<file path="src/rtl/cdll_pkg.sv">
// cdll_pkg: shared types and constants of the circular doubly linked list unit
// no dependencies; used by the interfaces and the top level

package cdll_pkg;

    localparam int NODE_COUNT_DEF = 256;

    localparam logic [1:0] MODE_APPEND      = 2'd0;
    localparam logic [1:0] MODE_REMOVE_HEAD = 2'd1;
    localparam logic [1:0] MODE_REMOVE_NODE = 2'd2;

    localparam logic STATUS_OK  = 1'b0;
    localparam logic STATUS_ERR = 1'b1;

    typedef enum logic [1:0] {
        S_IDLE,
        S_READ,
        S_WR1,
        S_WR2
    } t_state;

    typedef enum logic [1:0] {
        OP_NONE,
        OP_APPEND_FIRST,
        OP_APPEND,
        OP_UNLINK
    } t_op;

    typedef struct packed {
        logic [1:0] mode;
        logic       node_present;
        logic [7:0] node_index;
    } t_req;

    typedef struct packed {
        logic       status;
        logic [7:0] removed_node;
        logic       removed_valid;
        logic       list_empty;
        logic [7:0] head_node;
    } t_rsp;

endpackage

</file>
<file path="src/rtl/cdll_if.sv">
// cdll_req_if, cdll_rsp_if: valid/ready channels of the linked list unit
// depends on cdll_pkg for the payload types

interface cdll_req_if;
    import cdll_pkg::*;
    logic valid;
    logic ready;
    t_req data;
    modport source (output valid, output data, input ready);
    modport sink (input valid, input data, output ready);
endinterface

interface cdll_rsp_if;
    import cdll_pkg::*;
    logic valid;
    logic ready;
    t_rsp data;
    modport source (output valid, output data, input ready);
    modport sink (input valid, input data, output ready);
endinterface

</file>
<file path="src/rtl/cdll_ram.sv">
// cdll_ram: generic single write port, single read port ram with registered read
// no dependencies

module cdll_ram #(
    parameter int WIDTH = 8,
    parameter int DEPTH = 256
) (
    input  logic                     i_clk,
    input  logic                     i_wr_en,
    input  logic [$clog2(DEPTH)-1:0] i_wr_addr,
    input  logic [WIDTH-1:0]         i_wr_data,
    input  logic                     i_rd_en,
    input  logic [$clog2(DEPTH)-1:0] i_rd_addr,
    output logic [WIDTH-1:0]         o_rd_data
);

    logic [WIDTH-1:0] r_mem [DEPTH];
    logic [WIDTH-1:0] r_rd_data;

    always_ff @(posedge i_clk) begin
        if (i_wr_en) begin
            r_mem[i_wr_addr] <= i_wr_data;
        end
        if (i_rd_en) begin
            r_rd_data <= r_mem[i_rd_addr];
        end
    end

    assign o_rd_data = r_rd_data;

endmodule

</file>
<file path="src/rtl/circular_doubly_linked_list_unit.sv">
// circular_doubly_linked_list_unit: one circular doubly linked list over a node pool
// depends on cdll_pkg, cdll_req_if, cdll_rsp_if and cdll_ram

// The next and prev links live in two rams, one per link kind, each with one write
// port and a registered read. Every item passes through four states: the accept
// state, a read state for the links of the nodes involved, and two write states,
// since an append or an unlink changes up to two entries of each link ram and each
// ram takes one write per cycle. The result goes into an output register, so the
// next item is accepted while the previous result still waits; the last write
// state holds only when that register is full and not being taken. Node indices
// are taken modulo NODE_COUNT. Links of a node never written are undefined; there
// is no clearing pass after reset.
module circular_doubly_linked_list_unit #(
    parameter int NODE_COUNT = cdll_pkg::NODE_COUNT_DEF
) (
    input  logic              i_clk,
    input  logic              i_rst_n,
    cdll_req_if.sink          i_req,
    cdll_rsp_if.source        o_rsp
);

    import cdll_pkg::*;

    localparam int IW = $clog2(NODE_COUNT);

    // 8-bit index modulo the pool size, as a constant lookup table
    function automatic logic [IW-1:0] node_mod(input logic [7:0] v);
        logic [IW-1:0] rem;
        rem = '0;
        for (int k = 0; k < 256; k++) begin
            if (v == 8'(k)) begin
                rem = IW'(k % NODE_COUNT);
            end
        end
        return rem;
    endfunction

    t_state          r_state, n_state;
    t_op             r_op;
    logic [IW-1:0]   r_node;
    logic [IW-1:0]   r_head, n_head;
    logic            r_empty, n_empty;
    logic            r_status;
    logic            r_rvalid;
    logic [IW-1:0]   r_removed;
    logic            r_out_valid;
    t_rsp            r_out;

    logic            accept;
    logic            out_free;
    logic [IW-1:0]   req_node;

    logic            rd_en;
    logic [IW-1:0]   prev_rd_addr;
    logic [IW-1:0]   prev_rd_data;
    logic [IW-1:0]   next_rd_data;
    logic            next_wr_en, prev_wr_en;
    logic [IW-1:0]   next_wr_addr, prev_wr_addr;
    logic [IW-1:0]   next_wr_data, prev_wr_data;

    assign accept   = i_req.valid && i_req.ready;
    assign out_free = !r_out_valid || o_rsp.ready;
    assign req_node = node_mod(i_req.data.node_index);

    // next state
    always_comb begin
        n_state = r_state;
        case (r_state)
            S_IDLE:  if (accept) n_state = S_READ;
            S_READ:  n_state = S_WR1;
            S_WR1:   n_state = S_WR2;
            S_WR2:   if (out_free) n_state = S_IDLE;
            default: n_state = S_IDLE;
        endcase
    end

    // ram controls and handshake
    always_comb begin
        i_req.ready  = (r_state == S_IDLE);
        rd_en        = (r_state == S_READ);
        prev_rd_addr = (r_op == OP_APPEND) ? r_head : r_node;
        next_wr_en   = 1'b0;
        prev_wr_en   = 1'b0;
        next_wr_addr = r_node;
        prev_wr_addr = r_node;
        next_wr_data = r_node;
        prev_wr_data = r_node;
        case (r_state)
            S_WR1: begin
                case (r_op)
                    OP_APPEND_FIRST: begin
                        next_wr_en = 1'b1;
                        prev_wr_en = 1'b1;
                    end
                    OP_APPEND: begin
                        next_wr_en   = 1'b1;
                        next_wr_data = r_head;
                        prev_wr_en   = 1'b1;
                        prev_wr_data = prev_rd_data;
                    end
                    OP_UNLINK: begin
                        // bridge the neighbors over the node
                        next_wr_en   = 1'b1;
                        next_wr_addr = prev_rd_data;
                        next_wr_data = next_rd_data;
                        prev_wr_en   = 1'b1;
                        prev_wr_addr = next_rd_data;
                        prev_wr_data = prev_rd_data;
                    end
                    default: ;
                endcase
            end
            S_WR2: begin
                case (r_op)
                    OP_APPEND: begin
                        next_wr_en   = out_free;
                        next_wr_addr = prev_rd_data;
                        prev_wr_en   = out_free;
                        prev_wr_addr = r_head;
                    end
                    OP_UNLINK: begin
                        // removed node points at itself
                        next_wr_en = out_free;
                        prev_wr_en = out_free;
                    end
                    default: ;
                endcase
            end
            default: ;
        endcase
    end

    // list head after the item
    always_comb begin
        n_head  = r_head;
        n_empty = r_empty;
        case (r_op)
            OP_APPEND_FIRST: begin
                n_head  = r_node;
                n_empty = 1'b0;
            end
            OP_UNLINK: begin
                if (r_head == r_node) begin
                    if (next_rd_data == r_node) begin
                        n_head  = '0;
                        n_empty = 1'b1;
                    end else begin
                        n_head = next_rd_data;
                    end
                end
            end
            default: ;
        endcase
    end

    always_ff @(posedge i_clk) begin
        if (!i_rst_n) begin
            r_state     <= S_IDLE;
            r_op        <= OP_NONE;
            r_head      <= '0;
            r_empty     <= 1'b1;
            r_out_valid <= 1'b0;
        end else begin
            r_state <= n_state;
            if (r_out_valid && o_rsp.ready) begin
                r_out_valid <= 1'b0;
            end
            if (accept) begin
                r_op <= OP_NONE;
                case (i_req.data.mode)
                    MODE_APPEND: begin
                        if (i_req.data.node_present) begin
                            r_op <= r_empty ? OP_APPEND_FIRST : OP_APPEND;
                        end
                    end
                    MODE_REMOVE_HEAD: begin
                        if (!r_empty) r_op <= OP_UNLINK;
                    end
                    MODE_REMOVE_NODE: begin
                        if (!r_empty && i_req.data.node_present) r_op <= OP_UNLINK;
                    end
                    default: ;
                endcase
            end
            if (r_state == S_WR2 && out_free) begin
                r_head      <= n_head;
                r_empty     <= n_empty;
                r_out_valid <= 1'b1;
            end
        end
    end

    // payload registers
    always_ff @(posedge i_clk) begin
        if (accept) begin
            r_node    <= req_node;
            r_status  <= STATUS_OK;
            r_rvalid  <= 1'b0;
            r_removed <= '0;
            case (i_req.data.mode)
                MODE_REMOVE_HEAD: begin
                    r_node <= r_head;
                    if (r_empty) begin
                        r_status <= STATUS_ERR;
                    end else begin
                        r_rvalid  <= 1'b1;
                        r_removed <= r_head;
                    end
                end
                MODE_REMOVE_NODE: begin
                    if (r_empty || !i_req.data.node_present) r_status <= STATUS_ERR;
                end
                default: ;
            endcase
        end
        if (r_state == S_WR2 && out_free) begin
            r_out.status        <= r_status;
            r_out.removed_node  <= 8'(r_removed);
            r_out.removed_valid <= r_rvalid;
            r_out.list_empty    <= n_empty;
            r_out.head_node     <= n_empty ? 8'd0 : 8'(n_head);
        end
    end

    assign o_rsp.valid = r_out_valid;
    assign o_rsp.data  = r_out;

    cdll_ram #(
        .WIDTH (IW),
        .DEPTH (NODE_COUNT)
    ) u_next_ram (
        .i_clk     (i_clk),
        .i_wr_en   (next_wr_en),
        .i_wr_addr (next_wr_addr),
        .i_wr_data (next_wr_data),
        .i_rd_en   (rd_en),
        .i_rd_addr (r_node),
        .o_rd_data (next_rd_data)
    );

    cdll_ram #(
        .WIDTH (IW),
        .DEPTH (NODE_COUNT)
    ) u_prev_ram (
        .i_clk     (i_clk),
        .i_wr_en   (prev_wr_en),
        .i_wr_addr (prev_wr_addr),
        .i_wr_data (prev_wr_data),
        .i_rd_en   (rd_en),
        .i_rd_addr (prev_rd_addr),
        .o_rd_data (prev_rd_data)
    );

endmodule
</file>
<file path="src/flat_wrapper.sv">
// flat-port wrapper written by rule: the top's interface ports become plain ports
module circular_doubly_linked_list_unit_flat import cdll_pkg::*;
#(
    parameter int NODE_COUNT = cdll_pkg::NODE_COUNT_DEF
)
  (i_clk, i_rst_n, i_req_valid, i_req_data, i_req_ready, o_rsp_valid, o_rsp_data, o_rsp_ready);
  cdll_req_if i_req_i ();
  cdll_rsp_if o_rsp_i ();
  input  logic i_clk;
  input  logic i_rst_n;
  input wire logic [$bits(i_req_i.valid)-1:0] i_req_valid;
  input wire logic [$bits(i_req_i.data)-1:0] i_req_data;
  output wire logic [$bits(i_req_i.ready)-1:0] i_req_ready;
  output wire logic [$bits(o_rsp_i.valid)-1:0] o_rsp_valid;
  output wire logic [$bits(o_rsp_i.data)-1:0] o_rsp_data;
  input wire logic [$bits(o_rsp_i.ready)-1:0] o_rsp_ready;
  assign i_req_i.valid = i_req_valid;
  assign i_req_i.data = i_req_data;
  assign i_req_ready = i_req_i.ready;
  assign o_rsp_valid = o_rsp_i.valid;
  assign o_rsp_data = o_rsp_i.data;
  assign o_rsp_i.ready = o_rsp_ready;
  circular_doubly_linked_list_unit #(.NODE_COUNT(NODE_COUNT)) u_core (.i_clk(i_clk), .i_rst_n(i_rst_n), .i_req(i_req_i), .o_rsp(o_rsp_i));
endmodule
</file>
<file path="config.mk">
export PLATFORM = sky130hd
export DESIGN_NAME = circular_doubly_linked_list_unit_flat
export DESIGN_NICKNAME = d
export VERILOG_FILES = /design/src/rtl/cdll_pkg.sv /design/src/rtl/cdll_if.sv /design/src/rtl/cdll_ram.sv /design/src/rtl/circular_doubly_linked_list_unit.sv /design/src/flat_wrapper.sv
export SDC_FILE = /design/constraint.sdc
export NUM_CORES = 2
export LEC_CHECK = 0
export BUFFER_PORTS_ARGS = -buffer_cell sky130_fd_sc_hd__buf_2
export CORE_MARGIN = 2
export CORE_UTILIZATION = 40
export DETAILED_ROUTE_END_ITERATION = 6
export GPL_ROUTABILITY_DRIVEN = 0
export GPL_TIMING_DRIVEN = 0
export PLACE_DENSITY = 0.6
export SLEW_MARGIN = 10
export SYNTH_ARGS = -nofsm -noshare
export SYNTH_HDL_FRONTEND = slang
export SYNTH_HIERARCHICAL = 1
export SYNTH_SLANG_ARGS = --single-unit
</file>
<file path="constraint.sdc">
create_clock -name i_clk -period 20.3 [get_ports i_clk]
set_input_delay 0 -clock i_clk [delete_from_list [all_inputs] [get_ports i_clk]]
set_output_delay 0 -clock i_clk [all_outputs]
set_load 0.1 [all_outputs]
</file>
==> impl_metrics.sql <==
INSERT INTO impl_metrics (metric_group, metric, value, unit) VALUES
('outcome', 'run_status', 'finished, violations left', ''),
('outcome', 'failed_checks', 'DRC, capacitance limit', ''),
('synth', 'synthesis.yosys.warnings', '6', ''),
('timing', 'rsz_0062_raised_after_global_routing', 'no', ''),
('synth', 'syn_area', '163000', 'µm²'),
('critical_path', 'ff2ff_path_depth', '12', ''),
('synth', 'ys_dominant_reg_cell', 'edfxtp_1', ''),
('critical_path', 'cp_data_required_time', '20840', 'ps'),
('critical_path', 'cp_max_fo', '10', ''),
('critical_path', 'critPathCaptureType', 'flip-flop', ''),
('clocking', 'cts.path.max_buffers', '4', ''),
('timing', 'fmax', '161', 'MHz'),
('finish', 'design.final.nets', '8433', ''),
('clocking', 'cts.root.buffer_cell', 'clkbuf_16', ''),
('detailed_routing', 'routedWlPerCell', '36.1', 'µm'),
('timing', 'final_period_minus_worst_setup_slack', '6220', 'ps'),
('finish', 'final.fill_count', '33800', ''),
('run', 'maxCapViolations', '1', ''),
('floorplanning', 'boundaryPins', '36', ''),
('place', 'detailed_place_hpwl', '356000', 'µm'),
('worst_hold_path', 'whs_path_depth', '3', ''),
('clocking', 'insertion_delay', '940', 'ps'),
('synth', 'proportion_of_register_bits_with_asynchronous_set_or_reset_after_synthesis', '0', '%'),
('critical_path', 'timing.critical_path.arrival', '6750', 'ps'),
('global_route', 'track_usage', '24.2', '%'),
('power', 'max_rail_drop_vdd', '79.2', 'µV'),
('detailed_routing', 'route.antenna.remaining_nets', '0', ''),
('synth', 'synth.lib_cells_used.distinct', '77', ''),
('floorplanning', 'dieHeight', '642', 'µm'),
('detailed_routing', 'drc', '1', ''),
('floorplanning', 'core.rowCount', '234', ''),
('floorplanning', 'die_w', '642', 'µm'),
('global_route', 'grt_pass1_vias', '85200', ''),
('worst_hold_path', 'min-delay-path-class', 'in2reg', ''),
('clocking', 'clk_pin_slew', '60', 'ps'),
('synth', 'syn-instance-count', '7835', ''),
('power', 'power.combinational.fraction', '24.4', '%'),
('global_route', 'grt_max_degree', '88', ''),
('synth', 'synth-edff-count', '4149', ''),
('floorplanning', 'floorplan.initialDensity', '40.1', '%'),
('clocking', 'cts_num_sinks', '4163', ''),
('place', 'numPortBuffers', '33', ''),
('detailed_routing', 'detail_route.first_pass.iterations', '7', ''),
('detailed_routing', 'drt-total-wl', '512000', 'µm'),
('clocking', 'cts_resized', '0', ''),
('detailed_routing', 'viasPerCell', '6.16', ''),
('timing', 'finClkSkew', '35.0', 'ps'),
('power', 'share_clk_of_total_power', '31.6', '%'),
('timing', 'tightestPinTransition', '1470', 'ps'),
('clocking', 'cts_buffers', '396', ''),
('detailed_routing', 'detailroute.via_count', '87300', ''),
('synth', 'mappedNetlistNets', '7858', ''),
('timing', 'final-max-slew-violation-count', '0', ''),
('clocking', 'cts_tree', 'done', ''),
('timing', 'whs', '77.1', 'ps'),
('timing', 'setup_viol_count_final', '0', ''),
('critical_path', 'worst_setup_path_category', 'reg2reg', ''),
('global_route', 'antenna_found_initial', '26', ''),
('global_route', 'grt_first_pass_wirelength', '694000', 'µm'),
('timing', 'max_slew_margin', '0.856', '%'),
('synth', 'syn_area_per_cell', '20.8', 'µm²'),
('clocking', 'cts-hold-fix-buffers', '25', ''),
('power', 'totalPowerFinal', '23.0', 'mW'),
('power', 'p_per_area', '124', 'nW/µm²'),
('timing', 'final-hold-violation-count', '0', ''),
('power', 'p_sw_share', '30.8', '%'),
('floorplanning', 'core_region_area', '406000', 'µm²'),
('floorplanning', 'dieArea', '412000', 'µm²'),
('clocking', 'postCtsSetupRepairBufs', '0', ''),
('critical_path', 'crit_path_start_kind', 'flip-flop', ''),
('clocking', 'cts_max_level', '5', ''),
('finish', 'final_core_util', '45.7', '%'),
('synth', 'synth_seq_area_share', '76.7', '%'),
('timing', 'period_share', '30.6', '%'),
('power', 'int_pwr', '15.9', 'mW'),
('power', 'power_leakage', '56.9', 'nW'),
('power', 'p_switching', '7.10', 'mW'),
('detailed_routing', 'drt_iter0_markers', '13600', ''),
('power', 'seqPwrFrac', '44.0', '%'),
('global_route', 'grt_overflow_total', '0', ''),
('timing', 'setup_total_negative_slack', '0', 'ps'),
('synth', 'synth_seq_cells', '4163', ''),
('finish', 'layout-drive-gt1-share', '22.8', '%'),
('finish', 'area.growth.synth_to_final', '13.9', '%');
[cells in the final DEF (no fill, tap or decap), types with 39 or more instances in the layout]
cell type,n
nand2_1,114
clkbuf_1,266
o221ai_1,96
nor3_1,39
edfxtp_1,4149
clkinv_2,80
buf_4,76
buf_12,61
clkinv_1,87
mux4_2,908
buf_2,113
clkbuf_2,47
buf_6,47
a21oi_1,215
nor2_1,593
mux2i_1,277
a22oi_1,274
nand3_1,69
nor2b_1,70
buf_16,51
clkbuf_16,406
o22ai_1,62
[metal layers]
layer / vias to the layer above / wire length [µm] / global-route usage (%)
li1: 33900 / - / -
met1: 46500 / 184000 / 30.7
met2: 5709 / 240000 / 38.5
met3: 1180 / 52500 / 5.35
met4: 10 / 35600 / 14.2
met5: - / 94 / 0
[cell type report]
class,instances,area (µm²),share of cell area (%)
plain buffers,492,3120,1.68
multi-input cells,3166,35100,18.9
well taps,5428,6790,3.66
clock inverters,229,2100,1.13
inverters,14,52.6,0.0283
repair buffers,177,2910,1.57
diodes,18,45.0,0.0243
flip-flops and latches,4163,125000,67.4
clock buffers,483,10400,5.64
[critical path: stages, from the launching register on]
cell and delay [ps]:
dfxtp_1 310, clkbuf_1 310, nand2_1 300, mux2_2 450, buf_2 500, buf_2 580
nand3b_1 550, clkbuf_1 480, o221ai_1 710, a21oi_1 80, a21oi_1 300, nor3_1 100
nor4_2 1110
[cells by family (layout without fill, tap and decap cells)]
group                      after synthesis  after routing  share of synthesized area (%)
buffers and inverters                  506           1395                           1.90
xor gates and xnor gates                17             17                         0.0915
other                                    0             18                              0
AOI/OAI and AO/OA                      862            862                           3.72
adders and majority gates                8              8                         0.0615
muxes                                 1206           1206                           14.5
DFF                                   4163           4163                           76.7
and+or+nand+nor                       1073           1073                           3.02
[cells in the mapped netlist (6+ instances only)]
cell type  count  area share (%)
edfxtp_1    4149              77
mux4_2       908              13
nor2_1       600             1.4
mux2i_1      277             1.7
a22oi_1      274             1.3
clkbuf_1     235            0.54
a21oi_1      215            0.66
nand2_1      122            0.28
o221ai_1      96            0.52
nor2b_1       70            0.27
nand3_1       69            0.21
buf_2         67            0.21
o22ai_1       62            0.24
buf_4         55            0.25
nor4_1        48            0.18
buf_6         47            0.33
nor3_1        47            0.14
buf_1         45            0.10
o21ai_0       38            0.12
a211oi_1      33            0.15
a221oi_1      28            0.15
buf_8         26            0.24
nand2b_1      22           0.085
nand4_1       20           0.077
o211ai_1      20           0.092
mux2_2        17            0.12
a22o_1        16           0.086
buf_12        16            0.20
xor2_1        16           0.086
and2_1        14           0.054
dfxtp_1       14            0.17
and3_1        12           0.046
inv_1         12           0.028
nor4_2        10           0.077
o22a_1        10           0.054
o32ai_1       10           0.054
ha_1           8           0.062
or2_2          8           0.031
a31oi_1        7           0.027
and3b_1        6           0.032
nand3b_1       6           0.028
[worst paths after layout]
kind / slack (ps) / startpoint / to
setup / recovery: 14080 / u_core/r_op[1] / u_core/u_prev_ram/o_rd_data[2]
hold / removal: 80 / i_req_data[3] / u_core/r_node[3]
setup reg to reg: 14080 / u_core/r_op[1] / u_core/u_prev_ram/o_rd_data[2]
hold reg to reg: 420 / u_core/r_removed[6] / u_core/o_rsp.data[16]
[power by group through the flow]
stage | clock network (mW) | registers [mW] | logic (mW)
2_1_floorplan | 0 | 10.7 | 2.74
3_3_place_gp | 0 | 11.1 | 5.06
3_5_place_dp | 0 | 10.3 | 5.48
4_1_cts | 7.36 | 10.1 | 5.50
5_1_grt | 7.68 | 10.1 | 5.69
6_report | 7.28 | 10.1 | 5.63
[flip-flops by register name, indices dropped and copies added, names as in the netlist]
register	count
u_core/u_next_ram/r_mem	2048
u_core/u_prev_ram/r_mem	2048
u_core/o_rsp.data	19
u_core/r_head	8
u_core/r_node	8
u_core/r_removed	8
u_core/u_next_ram/o_rd_data	8
u_core/u_prev_ram/o_rd_data	8
u_core/r_op	2
u_core/r_state	2
u_core/o_rsp.valid	1
u_core/r_empty	1
u_core/r_rvalid	1
u_core/r_status	1
[stage by stage]
stage                     std cells  setup WS, ps  area, µm²
after detailed placement      13400         14270     173000
after global routing          14200         14050     185000
final                         14200         14080     185000
after CTS                     14200         14250     185000
after floorplan                7835          7150     163000
after global placement        13300         -6760     170000
Note: power is estimated with default switching activity, not from simulation.
